$ cat src/rtl/core/bsc_pkg.sv
// Shared constants and types for the barometric sensor compensation block.
package bsc_pkg;

   localparam int unsigned DATA_W   = 64;
   localparam int unsigned RAW_W    = 20;
   localparam int unsigned RES_W    = 32;
   localparam int unsigned CSR_IDX_W = 2;

   // Register indexes of the configuration port
   localparam logic [CSR_IDX_W-1:0] CSR_TEMP_CAL       = 2'd0;
   localparam logic [CSR_IDX_W-1:0] CSR_PRESS_CAL_LOW  = 2'd1;
   localparam logic [CSR_IDX_W-1:0] CSR_PRESS_CAL_HIGH = 2'd2;
   localparam logic [CSR_IDX_W-1:0] CSR_PRESS_CAL_LAST = 2'd3;

   // Commands
   localparam logic CMD_TEMP  = 1'b0;
   localparam logic CMD_PRESS = 1'b1;

   // Formula constants
   localparam logic [63:0] FINE_OFFSET = 64'd128000;
   localparam logic [63:0] PRESS_BASE  = 64'd1048576;
   localparam logic [63:0] DIV_SCALE   = 64'd3125;
   localparam logic [31:0] TEMP_ROUND  = 32'd128;

   // Request to a shared arithmetic unit
   typedef struct packed {
      logic              start;
      logic [DATA_W-1:0] opa;
      logic [DATA_W-1:0] opb;
   } arith_req_type;

   // Answer from a shared arithmetic unit
   typedef struct packed {
      logic              done;
      logic [DATA_W-1:0] result;
   } arith_rsp_type;

endpackage

$ cat src/rtl/core/bsc_mul.sv
// Multi-cycle multiplier: low 64 bits of a 64x64 product from 32x32 partial products.
module bsc_mul (
   input  logic                   clock,
   input  logic                   reset,
   input  bsc_pkg::arith_req_type req_in,
   output bsc_pkg::arith_rsp_type rsp_out
);
   import bsc_pkg::*;

   logic [63:0] a_ff, b_ff, acc_ff, pp_ff, pp_in;
   logic [1:0]  cnt_ff;
   logic        busy_ff, done_ff;
   logic [31:0] pa, pb;

   // Partial product pick: lo*lo, lo*hi, hi*lo
   always_comb begin
      unique case (cnt_ff)
         2'd0: begin pa = a_ff[31:0];  pb = b_ff[31:0];  end
         2'd1: begin pa = a_ff[31:0];  pb = b_ff[63:32]; end
         2'd2: begin pa = a_ff[63:32]; pb = b_ff[31:0];  end
         default: begin pa = '0; pb = '0; end
      endcase
      pp_in = pa * pb;
   end

   always_ff @(posedge clock) begin
      if (reset) begin
         busy_ff <= 1'b0;
         done_ff <= 1'b0;
         cnt_ff  <= '0;
      end else begin
         done_ff <= 1'b0;
         if (req_in.start) begin
            a_ff    <= req_in.opa;
            b_ff    <= req_in.opb;
            cnt_ff  <= '0;
            busy_ff <= 1'b1;
         end else if (busy_ff) begin
            pp_ff  <= pp_in;
            cnt_ff <= cnt_ff + 2'd1;
            // accumulate the partial product of the previous cycle
            if (cnt_ff == 2'd1) begin
               acc_ff <= pp_ff;
            end else if (cnt_ff != 2'd0) begin
               acc_ff <= acc_ff + {pp_ff[31:0], 32'b0};
            end
            if (cnt_ff == 2'd3) begin
               busy_ff <= 1'b0;
               done_ff <= 1'b1;
            end
         end
      end
   end

   assign rsp_out.done   = done_ff;
   assign rsp_out.result = acc_ff;

endmodule

$ cat config.mk
export PLATFORM = sky130hd
export DESIGN_NAME = bsc_mul
export DESIGN_NICKNAME = d
export VERILOG_FILES = /design/src/rtl/core/bsc_pkg.sv /design/src/rtl/core/bsc_mul.sv
export SDC_FILE = /design/constraint.sdc
export NUM_CORES = 2
export LEC_CHECK = 0
export ABC_AREA = 1
export CAP_MARGIN = 20
export CORE_UTILIZATION = 30
export DETAILED_ROUTE_END_ITERATION = 12
export DONT_BUFFER_PORTS = 1
export PLACE_DENSITY = 0.47
export REMOVE_ABC_BUFFERS = 1
export SLEW_MARGIN = 20
export SYNTH_ARGS = -nofsm -noshare
export SYNTH_HDL_FRONTEND = slang
export SYNTH_SLANG_ARGS = --single-unit
$ cat constraint.sdc
create_clock -name clock -period 10.1 [get_ports clock]
set_input_delay 1.01 -clock clock [delete_from_list [all_inputs] [get_ports clock]]
set_output_delay 1.01 -clock clock [all_outputs]
set_load 0.02 [all_outputs]
* Word level (Yosys, flattened, before mapping)
Cells that the tools add are included.
** Word-level totals
- Flip-flop bits (word level) :: 260
- Input port bits :: 131
** Cells by class
- $add $sub $neg :: 2
- $mul :: 1
- Equality and inequality tests :: 3
- Muxes and demuxes :: 8
- Bitwise gates (word level) :: 3
- Reductions and logical operators :: 10
** Operator list (count)
- $mux W64 :: 2
- $pmux W32 S2 :: 2
- $add A64 B64 Y64 :: 1
- $mul A32 B32 Y64 :: 1
- $reduce_or A2 Y1 :: 3
- $eq A2 B2 Y1 const B :: 2
- $mux W1 :: 4
- $reduce_and A4 Y1 :: 1
- $reduce_bool A2 Y1 :: 2
- $not A1 Y1 :: 3
- $reduce_and A3 Y1 :: 1
- $reduce_or A3 Y1 :: 1
- $add A2 B1 Y2 const B :: 1
- $eq A2 B1 Y1 const B :: 1
- $logic_not A2 Y1 :: 1
- $reduce_and A2 Y1 :: 1

* Logic depth before layout (Yosys ltp)
- Depth after elaboration :: 4
- Mapped depth :: 39
- Gate-level depth less buffers :: 35

* Worst setup path before layout
Ideal clock, no wire load.
- Path kind :: reg-to-reg
- Start point :: register cnt_ff[0]
- End point :: register pp_ff[39] (data pin)
- Setup time :: 252 ps
- Arrival :: 6987 ps
- Slack :: 2861 ps
- Cell stages (with the launch flop) :: 32
- Path buffers :: 5
- Period minus slack after synthesis :: 7239 ps
- Cells stage by stage :: dfxtp_1 > inv_2 > buf_2 > ha_1 > buf_4 > buf_2 > a22oi_1 > buf_2 > buf_4 > nor2_1 > fa_1 > inv_1 > fa_1 > fa_1 > fa_1 > inv_1 > fa_1 > inv_1 > fa_1 > inv_1 > fa_1 > fa_1 > ha_1 > nand2_1 > nor2_1 > nand2_1 > inv_1 > nand4_1 > nand3_1 > nand3_1 > nand3_1 > nand2_1
** On the way
- Longest elaborated chain between the ends :: 4
- Elaborated cells between the ends (all ways) :: 8
- Those cells by class :: 1 x mul; 2 x eq/ne; 2 x mux; 3 x reduce/logical
** Ends and longest elaborated chain
- start: declaration :: RTL line bsc_mul.sv:11 : logic [1:0] cnt_ff;
- start signal: assignment :: RTL line bsc_mul.sv:40 : cnt_ff <= cnt_ff + 2'd1;
- $eq A2 B1 Y1 (tied with other cells) :: RTL line bsc_mul.sv:17 : unique case (cnt_ff)
- $reduce_or A2 Y1 (no line)
- $pmux W32 S2 :: RTL line bsc_mul.sv:17
- $mul A32 B32 Y64 (*) :: RTL line bsc_mul.sv:23 : pp_in = pa * pb;
- named net pp_in[39] :: RTL line bsc_mul.sv:10 : logic [63:0] a_ff, b_ff, acc_ff, pp_ff, pp_in;
- end signal: assignment :: RTL line bsc_mul.sv:39 : pp_ff <= pp_in;
- end: declaration :: RTL line bsc_mul.sv:10
Mark *: on every way through the listed nets, which the timed path passes. The rest lies on a longest branch.
A chain may end at the register's enable or synchronous reset.

* Worst setup path in the final report
- Start point :: register cnt_ff[0]
- End point :: register pp_ff[31] (data pin)
Same word-level chain as after synthesis.

==> run_results.csv <==
group,metric,value,unit
die,die_y,395,um
synth,synth_compound_area_share,2.78,%
sta,rsz0062_at_grt,"no",
clock_tree,htreeDepth,2,
setup_path,cpMostUsedCell,"fa_1",
synth,async_reset_ff_share,0,%
synth,synth_edf_count,256,
sta,relSlewSlack,27.5,%
placed_design,port_buffers,0,
clock_tree,numCtsBuffers,37,
setup_path,cp_slowest_cell,"inv_2",
hold_path,hold_path.class,"reg2reg",
routing,dr.pass1.iters,6,
setup_path,crit_family,"adder cells",
placed_design,hpwl,136000,um
clock_tree,cts_tree,"done",
sta,final.setup.tns,0,ns
die,core_area,152000,sq um
routing,wire_per_inst,22.0,um
die,row_count,143,
clock_tree,cts_buffer_depth,3,
sta,fmax,104,MHz
synth,synth_cells,5482,
status,status,"finished, final reports clean",
setup_path,cp_num_buf_inv,9,
clock_tree,postCtsSetupBuffers,0,
routing,vias,34800,
synth,yosysTopAreaCellShare,38.9,%
synth,post_synth_fa_ha_maj_area_fraction,46.9,%
clock_tree,cts.sinks,260,
setup_path,cpPeakStageDelay,0.61,ns
setup_path,cp.required,10.44,ns
clock_tree,clkTransAtPathRegs,0.07,ns
sta,final-setup-viol-count,0,
synth,yosysMostFrequentCell,"nand2_1",
clock_tree,cts_resized,0,
grt,grt_util_all_layers,21.4,%
synth,synthMuxAreaShare,0,%
synth,yosys-top-cells-area,"fa_1 39%, edfxtp_1 17%, nand2_1 11%",
routing,drt_iter0_drc,2433,
final_layout,nets,6778,
routing,routed_wl,165000,um
synth,syn_area_per_cell,8.43,sq um
synth,synth_cell_types,39,
setup_path,crit_type,"reg2reg",
die,io_pins,196,
die,fp.dieW,395,um
grt,grt_overflow_total,0,
sta,finClkSkew,0.0203,ns
clock_tree,root_buffer,"clkbuf_16",
grt,grt_antenna_before_repair,5,
routing,ant_nets,0,
synth,synth_ff_type,"edfxtp_1",
routing,drc,0,
setup_path,setup.worst_path.end_class,"flip-flop",
synth,ys_seq_elements,260,
setup_path,cp_max_fo,21,
sta,fin_crit_sh,95.1,%
final_layout,utilization,32.8,%
flow_run,maxCapViolCount,0,
setup_path,arrival,9.94,ns
sta,worst_pin_slew,1.08,ns
synth,synth_xor_area_share,0.834,%
die,die_area,156000,sq um
setup_path,worst_setup_path_start_kind,"flip-flop",
grt,grt_max_degree,75,
synth,synthSimpleGateAreaFrac,19.4,%
sta,hold_ws,0.470,ns
die,initial_core_util,30.3,%
sta,period_needed,9.61,ns
synth,yosysWarnings,0,
final_layout,area_delta_synth_final,8.25,%
final_layout,drive_above_1_share,5.73,%
placed_design,gp_congestion,0.923,
grt,grt_pass1_wl,244000,um
clock_tree,cts_hold_buf,0,
routing,vias_per_cell,4.64,
grt,grt_pass1_vias,36600,
sta,hold_viol_final,0,
sta,maxSlewViolCount,0,
synth,seq_area_frac_synth,16.8,%
clock_tree,worst_skew_pair.late_latency,0.60,ns
synth,synth_top_family_by_area,"adder cells",
synth,synth_common_cells,"1383 x nand2_1, 1323 x inv_1, 897 x fa_1",
synth,synth_top_area_cell,"fa_1",
synth,syn-cell-area,46200,sq um
## logic make-up (layout without fill, tap and decap cells)
kind of cell | Yosys count | in the layout
AO/OA/AOI/OAI | 164 | 164
XOR/XNOR | 44 | 44
adder cells (fa/ha/maj) | 1196 | 1196
buffers and inverters | 1539 | 1537
flip-flops | 260 | 260
other | 0 | 2
AND/OR/NAND/NOR | 2279 | 2279
## final timing paths
kind         startpoint   endpoint  slack [ns]  cells after the start
max reg2reg   cnt_ff[0]  pp_ff[31]        0.49                     29
min reg2reg     busy_ff    busy_ff        0.47                      2
min             busy_ff    busy_ff        0.47                      2
max           cnt_ff[0]  pp_ff[31]        0.49                     29
## sequential cells by signal, summed over array words and instances (netlist names)
name and count:
a_ff 64, acc_ff 64, b_ff 64, pp_ff 64
cnt_ff 2, busy_ff 1, done_ff 1
## area by class of cell
class / instances / area (sq um)
clock inverters: 28 / 274
repair buffers: 117 / 911
well taps: 2030 / 2540
multi-input cells: 3683 / 32500
clock buffers: 40 / 937
inverters: 1352 / 5070
fillers: 16200 / 102000
diodes: 2 / 5.00
flip-flops and latches: 260 / 7770
## metrics by stage
| stage | worst slack (ns) | cells | instance area [sq um] |
|---|---|---|---|
| after detailed placement | 0.452 | 7441 | 48800 |
| after global placement | 0.431 | 7441 | 48800 |
| after floorplan | 0.408 | 5295 | 45200 |
| after global routing | 0.162 | 7510 | 50000 |
| final | 0.492 | 7512 | 50000 |
| after CTS | 0.421 | 7509 | 50000 |
## routing by layer
layer | global-route usage [%] | up-vias | part of all wire (%)
li1 | - | 15900 | -
met1 | 28.3 | 17600 | 43
met2 | 35.2 | 1111 | 47
met3 | 3.36 | 245 | 6.4
met4 | 7.61 | 6 | 4.0
met5 | 0 | - | 0.030
## worst reg2reg max path, delay by kind of cell, from the launching register on
family / cells / cell delay, ns
AND/OR/NAND/NOR: 7 / 1.66
adder cells (fa/ha/maj): 10 / 4.75
flip-flops: 1 / 0.38
buffers and inverters: 9 / 1.69
AO/OA/AOI/OAI: 2 / 0.44
XOR/XNOR: 1 / 0.41
## cell usage in the layout, fill, tap and decap left out, types with 4 or more instances in the layout
cell type / n
a21oi_2: 14
o21ai_0: 18
o21bai_1: 12
xor2_1: 33
buf_4: 115
nor2_1: 714
nand3_1: 94
nand4_1: 14
nor3_2: 8
clkinv_1: 9
ha_1: 296
a22oi_4: 11
nor2_2: 16
inv_6: 4
clkinv_2: 6
a21oi_1: 67
a21oi_4: 17
dfxtp_1: 4
xnor2_1: 11
nand3b_1: 5
nand2_1: 1383
or2_2: 6
edfxtp_1: 256
a22oi_2: 18
inv_2: 26
fa_1: 897
nor3_1: 17
clkbuf_16: 37
inv_1: 1323
nor2_4: 13
Power is not shown: default switching activity piles up to over one toggle a cycle in this logic, so the estimate is an artifact.
