==> config.mk <==
export PLATFORM = sky130hd
export DESIGN_NAME = bsc_div
export DESIGN_NICKNAME = d
export VERILOG_FILES = /design/src/rtl/core/bsc_pkg.sv /design/src/rtl/core/bsc_div.sv
export SDC_FILE = /design/constraint.sdc
export NUM_CORES = 1
export LEC_CHECK = 0
export ABC_AREA = 1
export BUFFER_PORTS_ARGS = -buffer_cell sky130_fd_sc_hd__buf_2
export CAP_MARGIN = 5
export CORE_ASPECT_RATIO = 0.75
export CORE_MARGIN = 2
export CORE_UTILIZATION = 57
export CTS_BUF_LIST = sky130_fd_sc_hd__clkbuf_8
export CTS_CLUSTER_DIAMETER = 60
export CTS_CLUSTER_SIZE = 40
export DETAILED_ROUTE_END_ITERATION = 10
export MAX_ROUTING_LAYER = met4
export PLACE_DENSITY = 0.81
export SYNTH_ARGS = -nofsm -noshare
export SYNTH_HDL_FRONTEND = slang
export SYNTH_SLANG_ARGS = --single-unit
==> constraint.sdc <==
create_clock -name clock -period 7.58 [get_ports clock]
set_input_delay 0.379 -clock clock [delete_from_list [all_inputs] [get_ports clock]]
set_output_delay 0.379 -clock clock [all_outputs]
set_load 0.02 [all_outputs]
==> src/rtl/core/bsc_pkg.sv <==
// Shared constants and types for the barometric sensor compensation block.
package bsc_pkg;

   localparam int unsigned DATA_W   = 64;
   localparam int unsigned RAW_W    = 20;
   localparam int unsigned RES_W    = 32;
   localparam int unsigned CSR_IDX_W = 2;

   // Register indexes of the configuration port
   localparam logic [CSR_IDX_W-1:0] CSR_TEMP_CAL       = 2'd0;
   localparam logic [CSR_IDX_W-1:0] CSR_PRESS_CAL_LOW  = 2'd1;
   localparam logic [CSR_IDX_W-1:0] CSR_PRESS_CAL_HIGH = 2'd2;
   localparam logic [CSR_IDX_W-1:0] CSR_PRESS_CAL_LAST = 2'd3;

   // Commands
   localparam logic CMD_TEMP  = 1'b0;
   localparam logic CMD_PRESS = 1'b1;

   // Formula constants
   localparam logic [63:0] FINE_OFFSET = 64'd128000;
   localparam logic [63:0] PRESS_BASE  = 64'd1048576;
   localparam logic [63:0] DIV_SCALE   = 64'd3125;
   localparam logic [31:0] TEMP_ROUND  = 32'd128;

   // Request to a shared arithmetic unit
   typedef struct packed {
      logic              start;
      logic [DATA_W-1:0] opa;
      logic [DATA_W-1:0] opb;
   } arith_req_type;

   // Answer from a shared arithmetic unit
   typedef struct packed {
      logic              done;
      logic [DATA_W-1:0] result;
   } arith_rsp_type;

endpackage

==> src/rtl/core/bsc_div.sv <==
// Radix-2 restoring signed 64-bit divider, truncating toward zero.
module bsc_div (
   input  logic                   clock,
   input  logic                   reset,
   input  bsc_pkg::arith_req_type req_in,
   output bsc_pkg::arith_rsp_type rsp_out
);
   import bsc_pkg::*;

   logic [63:0] rem_ff, quo_ff, md_ff, res_ff;
   logic [6:0]  cnt_ff;
   logic        neg_ff, busy_ff, done_ff;
   logic [64:0] rem_sh, diff;

   // One quotient bit per cycle
   always_comb begin
      rem_sh = {rem_ff, quo_ff[63]};
      diff   = rem_sh - {1'b0, md_ff};
   end

   always_ff @(posedge clock) begin
      if (reset) begin
         busy_ff <= 1'b0;
         done_ff <= 1'b0;
         cnt_ff  <= '0;
      end else begin
         done_ff <= 1'b0;
         if (req_in.start) begin
            neg_ff  <= req_in.opa[63] ^ req_in.opb[63];
            quo_ff  <= req_in.opa[63] ? (64'd0 - req_in.opa) : req_in.opa;
            md_ff   <= req_in.opb[63] ? (64'd0 - req_in.opb) : req_in.opb;
            rem_ff  <= '0;
            cnt_ff  <= '0;
            busy_ff <= 1'b1;
         end else if (busy_ff) begin
            if (cnt_ff == 7'd64) begin
               res_ff  <= neg_ff ? (64'd0 - quo_ff) : quo_ff;
               busy_ff <= 1'b0;
               done_ff <= 1'b1;
            end else begin
               cnt_ff <= cnt_ff + 7'd1;
               if (!diff[64]) begin
                  rem_ff <= diff[63:0];
                  quo_ff <= {quo_ff[62:0], 1'b1};
               end else begin
                  rem_ff <= rem_sh[63:0];
                  quo_ff <= {quo_ff[62:0], 1'b0};
               end
            end
         end
      end
   end

   assign rsp_out.done   = done_ff;
   assign rsp_out.result = res_ff;

endmodule

### After elaboration in Yosys (flattened, before gate mapping)

Index checks and enable logic that the tools add are counted.

| storage, ports and cells | value |
|---|---|
| bits in registers | 266 |
| input port bits | 131 |
| output and inout bits | 65 |

| operators by class | value |
|---|---|
| add/subtract/negate cells | 5 |
| equal/unequal tests | 2 |
| mux-type cells | 14 |
| bitwise logic cells | 5 |
| reductions and logical operators | 7 |

Operators by type and width:

| operator | number |
|---|---|
| 64-bit two-way mux | 8 |
| 1-bit by 64-bit subtractor with 64-bit output (first input constant) | 3 |
| 65-bit by 64-bit subtractor with 65-bit output | 1 |
| 63-bit two-way mux | 1 |
| 7-bit by 1-bit adder with 7-bit output (second input constant) | 1 |
| 7-bit == test (second input constant) | 1 |
| 1-bit two-way mux | 5 |
| 1-bit NOT | 4 |
| 2-bit AND reduction | 2 |
| 4-bit AND reduction | 1 |
| 3-bit AND reduction | 1 |
| 3-bit OR reduction | 1 |
| 2-bit != test (second input constant) | 1 |
| 2-bit nonzero test | 1 |
| 2-bit OR reduction | 1 |
| 1-bit bitwise XOR | 1 |

### Logic depth before layout (Yosys ltp)

Gate-level depths: netlist (run 1).

| logic depth | value |
|---|---|
| depth after elaboration | 5 |
| depth in mapped cells | 20 |
| mapped depth without buffers | 19 |

### Worst setup path before layout (run 1)

No wires, ideal clock.

| timing | value |
|---|---|
| kind | input -> register |
| from | input req_in[128] in the netlist's numbering |
| to | register quo_ff[0], enable pin |
| setup time | 0.659 ns |
| arrival time | 7.044 ns |
| setup slack | -0.123 ns |
| cell stages on the path | 4 |
| buffers on the path | 2 |
| cells stage by stage | inv_1 clkbuf_1 buf_1 a21oi_1 |

| on the way | value |
|---|---|
| cells in the longest elaborated chain, start to end | 2 |
| elaborated cells between the ends (all ways) | 3 |
| classes of those cells | 1 x eq/ne; 2 x reduce/logical |

RTL lines:

| element | line | source |
|---|---|---|
| start: declaration | bsc_div.sv:5 | `input bsc_pkg::arith_req_type req_in,` |
| 2-bit != test (no source line) / 2-bit nonzero test (equally long branches) | -- |  |
| 3-bit AND reduction (no source line) (*) | -- |  |
| end signal: assignment | bsc_div.sv:30 | `quo_ff <= req_in.opa[63] ? (64'd0 - req_in.opa) : req_in.opa;` |
| end signal: assignment | bsc_div.sv:44 | `quo_ff <= {quo_ff[62:0], 1'b1};` |
| end signal: assignment | bsc_div.sv:47 | `quo_ff <= {quo_ff[62:0], 1'b0};` |
| end: declaration | bsc_div.sv:10 | `logic [63:0] rem_ff, quo_ff, md_ff, res_ff;` |

Every way passes the cells marked *; elsewhere a longest branch is shown, timed or not.
A chain may end at the register's enable or synchronous reset.

### Final worst setup path (run 1)

| timing | value |
|---|---|
| from | register cnt_ff[0] |
| to | register rem_ff[46], enable pin |

| on the way | value |
|---|---|
| cells in the longest elaborated chain, start to end | 3 |

RTL lines:

| element | line | source |
|---|---|---|
| start: declaration | bsc_div.sv:11 | `logic [6:0] cnt_ff;` |
| start signal: assignment | bsc_div.sv:41 | `cnt_ff <= cnt_ff + 7'd1;` |
| 7-bit == test | bsc_div.sv:36 | `if (cnt_ff == 7'd64) begin` |
| 2-bit != test (no source line) | -- |  |
| 3-bit AND reduction (no source line) | -- |  |
| end signal: assignment | bsc_div.sv:43 | `rem_ff <= diff[63:0];` |
| end signal: assignment | bsc_div.sv:46 | `rem_ff <= rem_sh[63:0];` |
| end: declaration | bsc_div.sv:10 |  |

No other way between the ends.

==> results of run 1 <==
==> cells in the mapped netlist, types with 7 or more instances <==
cell type / count / area [sq um]
nand4_1: 75 / 469
nor4_1: 17 / 106
nand3b_1: 22 / 165
nor3_1: 44 / 220
nand2_2: 13 / 81.3
buf_1: 8 / 30.0
nor2_4: 7 / 78.8
edfxtp_1: 257 / 7720
nor2_2: 29 / 181
xor2_1: 165 / 1450
nand3_1: 161 / 806
buf_6: 8 / 90.1
or2_2: 9 / 56.3
a21oi_1: 83 / 415
nand2_1: 1061 / 3980
o21ai_1: 17 / 85.1
nor3b_1: 11 / 82.6
a31oi_1: 13 / 81.3
clkbuf_1: 36 / 135
ha_1: 69 / 863
dfxtp_1: 9 / 180
nor2_1: 437 / 1640
o21bai_1: 8 / 60.1
inv_2: 23 / 86.3
inv_1: 615 / 2310
xnor2_1: 23 / 201
o21ai_0: 110 / 551
==> worst paths after layout <==
path | start | end | slack (ns)
max | cnt_ff[0] | rem_ff[46] | 4.39
min | reset | busy_ff | 0.08
max reg2reg | cnt_ff[0] | rem_ff[46] | 4.39
min reg2reg | cnt_ff[0] | cnt_ff[0] | 0.53
==> cell families after synthesis <==
family,count (synthesis)
compound gates,248
xor+xnor,188
fa+ha+maj,70
buf+inv,698
flops,266
simple gates,1908
==> per-stage QoR <==
step	util	power, mW	hold WS (ns)
finish	0.624	4.40	0.0776
global route	0.624	4.63	0.0711
CTS	0.624	4.34	0.0482
detailed placement	0.610	3.40	0.503
global placement	0.610	3.39	0.500
floorplan	-	2.94	0.426
==> power groups by stage <==
stage / Combinational (mW) / Sequential [mW] / Clock (mW)
final: 1.62 / 1.83 / 0.955
after global routing: 1.78 / 1.84 / 1.01
after detailed placement: 1.55 / 1.86 / 0
after global placement: 1.53 / 1.85 / 0
after CTS: 1.55 / 1.82 / 0.964
after floorplan: 1.11 / 1.84 / 0
==> final cells by class <==
type | count | area [sq um]
inverters | 640 | 2400
multi-input cells | 2414 | 12000
diodes | 4 | 10.0
clock inverters | 18 | 219
fillers | 3798 | 14800
clock buffers | 22 | 303
repair buffers | 206 | 1060
flip-flops and latches | 266 | 7900
well taps | 520 | 651
==> worst reg2reg max path, stage by stage (launching register included) <==
cell and delay [ns]:
dfxtp_1 0.40, inv_1 0.08, ha_1 0.19, nand2_1 0.06
nor3_1 0.04, nand3_1 0.12, nand2_1 0.21, a21oi_4 0.17
buf_4 0.58, buf_4 0.96
==> layer usage <==
| layer | vias to the layer above | wire [um] |
|---|---|---|
| li1 | 10900 | - |
| met1 | 10100 | 35700 |
| met2 | 1297 | 26800 |
| met3 | 78 | 14200 |
| met4 | 0 | 1330 |
| met5 | - | 0 |
==> state kept, by name, indices dropped and copies added, names as in the netlist <==
register,count
quo_ff,64
res_ff,64
done_ff,1
busy_ff,1
rem_ff,64
md_ff,64
cnt_ff,7
neg_ff,1
==> impl_metrics.tcl, run 1 <==
set metrics [dict create \
    first_pass_iters 6 \
    dpl.cell_count 4045 \
    wl_um 78100 \
    synth_area_sq_um 22600 \
    cts_setup_buffers 0 \
    crit_cells 9 \
    slew_headroom 0.270 \
    final_area_sq_um 24600 \
    rows 63 \
    rsz0062_at_grt "no" \
    syn_area_per_cell_sq_um 6.69 \
    maxSlewViolCount 0 \
    comb_power_share 0.368 \
    swShare 0.417 \
    synth_compound_area_frac 0.0593 \
    layout-drive-gt1-share 0.0976 \
    dieHeight_um 177 \
    r2r_cells 9 \
    area_growth_pct 8.56 \
    max_freq_mhz 313 \
    final_cell_mix "nand2_1, inv_1, nor2_1" \
    grt.overflow.total 0 \
    ys_ff_latch 266 \
    ys_seq_area_frac 0.349 \
    synth_top_family_by_area "simple AND/OR/NAND/NOR gates" \
    synth_warnings 0 \
    vias_per_cell 5.48 \
    worstPathRequired_ns 7.84 \
    nets 3751 \
    synth_ff_type "edfxtp_1" \
    arrival_ns 3.46 \
    hold_depth 2 \
    use_met1 0.600 \
    final_cell_count_no_fill 4090 \
    cts_hold_buf 1 \
    cts_root_buf "clkbuf_8" \
    outcome "complete, no violations" \
    grt_util_all_layers 0.389 \
    drc_errors 0 \
    synthCells 3378 \
    cap_violations 0 \
    coreArea_sq_um 39300 \
    antenna_found_initial 6 \
    via_count 22400 \
    crit_fanout 83 \
    fin_crit_ns 3.19 \
    pwr-share-clk 0.217 \
    syn_nets 3579 \
    cts_buffer_depth 3 \
    grt_pass1_wl_um 116000 \
    dp_slack_ns 4.02 \
    power.density_nw_per_um2 179 \
    period_share 0.421 \
    p_seq_frac 0.415 \
    setup_viol 0 \
    grt_max_degree 93 \
    cp_cell_sequence "inv_1 -> ha_1 -> nand2_1 -> nor3_1 -> nand3_1 -> nand2_1 -> a21oi_4 -> buf_4 -> buf_4" \
    synthMuxAreaShare 0 \
    layout_commonest_cell "nand2_1" \
    crit_family "buffers and inverters" \
    min_path_type "input port to flip-flop" \
    port_buffers 195 \
    crit_buf_inv 3 \
    gr-usage-met2 0.443 \
    crit_path_end_kind "flip-flop" \
    p_leak_nw 12.2 \
    setup_tns_ns 0 \
    ctsResizeCount 0 \
    p_int_mw 2.57 \
    yosys.area_share.simple 0.359 \
    path_clk_slew_ns 0.12 \
    synthArstFlopShare 0 \
    htreeDepth 1 \
    met3_usage 0.188 \
    synth-xor-area-share 0.0728 \
    cpMaxStageDelayCell "buf_4" \
    fp.dieArea_sq_um 41300 \
    wl_per_cell_um 19.1 \
    place_area_sq_um 24000 \
    synth-edff-count 257 \
    start_util 0.575 \
    fp.dieW_um 234 \
    fin_worst_skew_ns 0.0850 \
    cts_tree "built" \
    synth_cell_types 56 \
    ant_nets 0 \
    power_switching_mw 1.84 \
    ir_drop_uv 183 \
    slowest_delay_ns 0.95 \
    detailed_place_hpwl_um 64200 \
    hold_viol 0 \
    critPathKind "flip-flop to flip-flop" \
    tightest_slew_ns 1.09 \
    startpoint_type "flip-flop" \
    clock_latency_ns 0.66 \
    cts_made_buffers 22 \
    synth_fa_ha_area_frac 0.0391 \
    gp_congestion 1.07 \
    io_pins 196 \
    drtIter0Drc 3219 \
    setup_slack_ns 4.39 \
    cts_sinks 266 \
    first_global_vias 19800 \
    busiest_layer "met1" \
]
Note: power is estimated with default switching activity, not from simulation.
==> run 2: changes to the inputs <==
==> constraint.sdc (replaced) <==
create_clock -name clock -period 2.9 [get_ports clock]
set_input_delay 0.145 -clock clock [delete_from_list [all_inputs] [get_ports clock]]
set_output_delay 0.145 -clock clock [all_outputs]
set_load 0.02 [all_outputs]
==> run 2 against run 1 <==
Compared with the run above: non-clock buffer count rose by 180; count of clock-buffer cells in the layout rose by 2; routed wire length rose by 11%.
==> impl_metrics.tcl, run 2 (synthesis gave the netlist of run 1 again) <==
set metrics [dict create \
    outcome "complete, no violations" \
    min_path_type "input port to flip-flop" \
    ir_drop_uv 403 \
    crit_path_end_kind "flip-flop" \
    crit_fanout 8 \
    final_cell_count_no_fill 4285 \
    hold_viol 0 \
    first_global_vias 20800 \
    area_growth_pct 18.5 \
    fin_util 0.681 \
    wl_per_cell_um 20.3 \
    start_util 0.575 \
    startpoint_type "flip-flop" \
    maxSlewViolCount 0 \
    nets 3943 \
    grt.overflow.total 0 \
    dieHeight_um 177 \
    cts_made_buffers 24 \
    setup_viol 0 \
    via_count 24000 \
    cts_root_buf "clkbuf_8" \
    worstPathRequired_ns 3.34 \
    gp_congestion 1.08 \
    layout-drive-gt1-share 0.130 \
    power.density_nw_per_um2 475 \
    cts_buffer_depth 3 \
    r2r_slack_ns 0.02 \
    first_pass_iters 6 \
    wl_um 87000 \
    detailed_place_hpwl_um 67500 \
    fin_worst_skew_ns 0.0440 \
    r2r_end "rem_ff[39]" \
    cts_tree "built" \
    fillers 3432 \
    fin_crit_ns 2.88 \
    drc_errors 0 \
    grt_max_degree 62 \
    final_cell_mix "nand2_1, inv_1, nor2_1" \
    path_clk_slew_ns 0.15 \
    critPathKind "flip-flop to flip-flop" \
    fp.dieW_um 234 \
    p_leak_nw 13.2 \
    io_pins 196 \
    r2r_cells 12 \
    hold_depth 4 \
    cap_violations 0 \
    period_share 0.994 \
    tightest_slew_ns 0.797 \
    ant_nets 0 \
    fp.dieArea_sq_um 41300 \
    vias_per_cell 5.60 \
    worstHoldEndpoint "quo_ff[55]" \
    slew_headroom 0.463 \
    r2r_start "md_ff[55]" \
    antenna_found_initial 4 \
    grt_pass1_wl_um 125000 \
    clock_latency_ns 0.69 \
    layout_commonest_cell "nand2_1" \
    coreArea_sq_um 39300 \
    dpl.cell_count 4115 \
    whs_ns 0.0305 \
    htreeDepth 1 \
    ff_latch_area_sq_um 7900 \
    multi_input_area_sq_um 12400 \
    rows 63 \
    drtIter0Drc 3707 \
    arrival_ns 3.32 \
    cts_sinks 266 \
    grt_util_all_layers 0.417 \
    worstHoldStart "req_in[119]" \
    port_buffers 195 \
    max_freq_mhz 347 \
]
-- run 2: cell types whose count changed in the layout (fill, tap and decap cells not counted), moves of 10 or more --
| cell | previous run | this run |
|---|---|---|
| dlygate4sd3_1 | 1 | 99 |
| buf_4 | 10 | 81 |
| ha_1 | 69 | 57 |
| inv_1 | 616 | 604 |
| nand2_8 | 2 | 14 |
| inv_2 | 23 | 34 |
| ha_2 | 0 | 10 |
-- run 2: metrics by stage --
stage / area (sq um) / setup slack, ns / power, mW / setup TNS, ns
after floorplan: 22700 / -0.584 / 7.69 / -77.85
after global placement: 24600 / 0.0257 / 9.00 / 0
after detailed placement: 24600 / -0.0105 / 9.04 / -0.0105
after CTS: 26400 / 0.0207 / 12.2 / 0
after global routing: 26800 / -0.0125 / 13.3 / -0.0510
final: 26800 / 0.0182 / 12.7 / 0
-- run 2: worst max-delay path, cell delays in order (launching register included) --
cell and delay (ns):
edfxtp_1 0.42, inv_1 0.13, ha_2 0.42, nand2_1 0.10, nor2_1 0.26, nand2_1 0.19, nor3_4 0.25, nand2_4 0.11
nand3_4 0.22, buf_12 0.17, nand2_8 0.09, nor2_2 0.19, nor2_1 0.08
-- run 2: worst max path at each step --
| stage | startpoint | end | slack (ns) | cells past startpoint |
|---|---|---|---|---|
| 2_1_floorplan | cnt_ff[0] | quo_ff[0] | -0.58 | 7 |
| 3_3_place_gp | quo_ff[63] | rem_ff[39] | 0.03 | 17 |
| 3_5_place_dp | quo_ff[63] | rem_ff[39] | -0.01 | 17 |
| 4_1_cts | quo_ff[63] | rem_ff[46] | 0.02 | 19 |
| 5_1_grt | md_ff[41] | rem_ff[61] | -0.01 | 17 |
| 6_report | md_ff[55] | rem_ff[39] | 0.02 | 12 |
-- run 2: layout make-up --
cell class | instances | share of cell area
Multi-Input combinational cell | 2424 | 0.461
Sequential cell | 266 | 0.295
Timing Repair Buffer | 386 | 0.104
Inverter | 640 | 0.0897
Tap cell | 520 | 0.0243
Clock inverter | 20 | 0.0134
Clock buffer | 24 | 0.0123
Antenna cell | 5 | 0.000467
-- run 2: what timing repair did --
| item | in CTS | in global routing |
|---|---|---|
| hold buffers | 99 | 0 |
| hold endpoints to repair | 113 | 0 |
| cloned | 1 | 9 |
| gates resized for setup | 2 | 54 |
| buffers inserted | 0 | 12 |
| pin swaps | 0 | 10 |
| setup endpoints to repair | 3 | 66 |
-- run 2: per-layer routing --
layer | GRT usage | share of wire | vias to the layer above
li1 | - | - | 11300
met1 | 0.644 | 0.44 | 10900
met2 | 0.493 | 0.35 | 1633
met3 | 0.175 | 0.19 | 126
met4 | 0.0678 | 0.018 | 0
met5 | - | 0 | -
-- run 2: power breakdown --
group          internal [mW]  switching, mW
clock network           1.06           1.98
logic                   1.57           3.34
registers               4.60          0.201
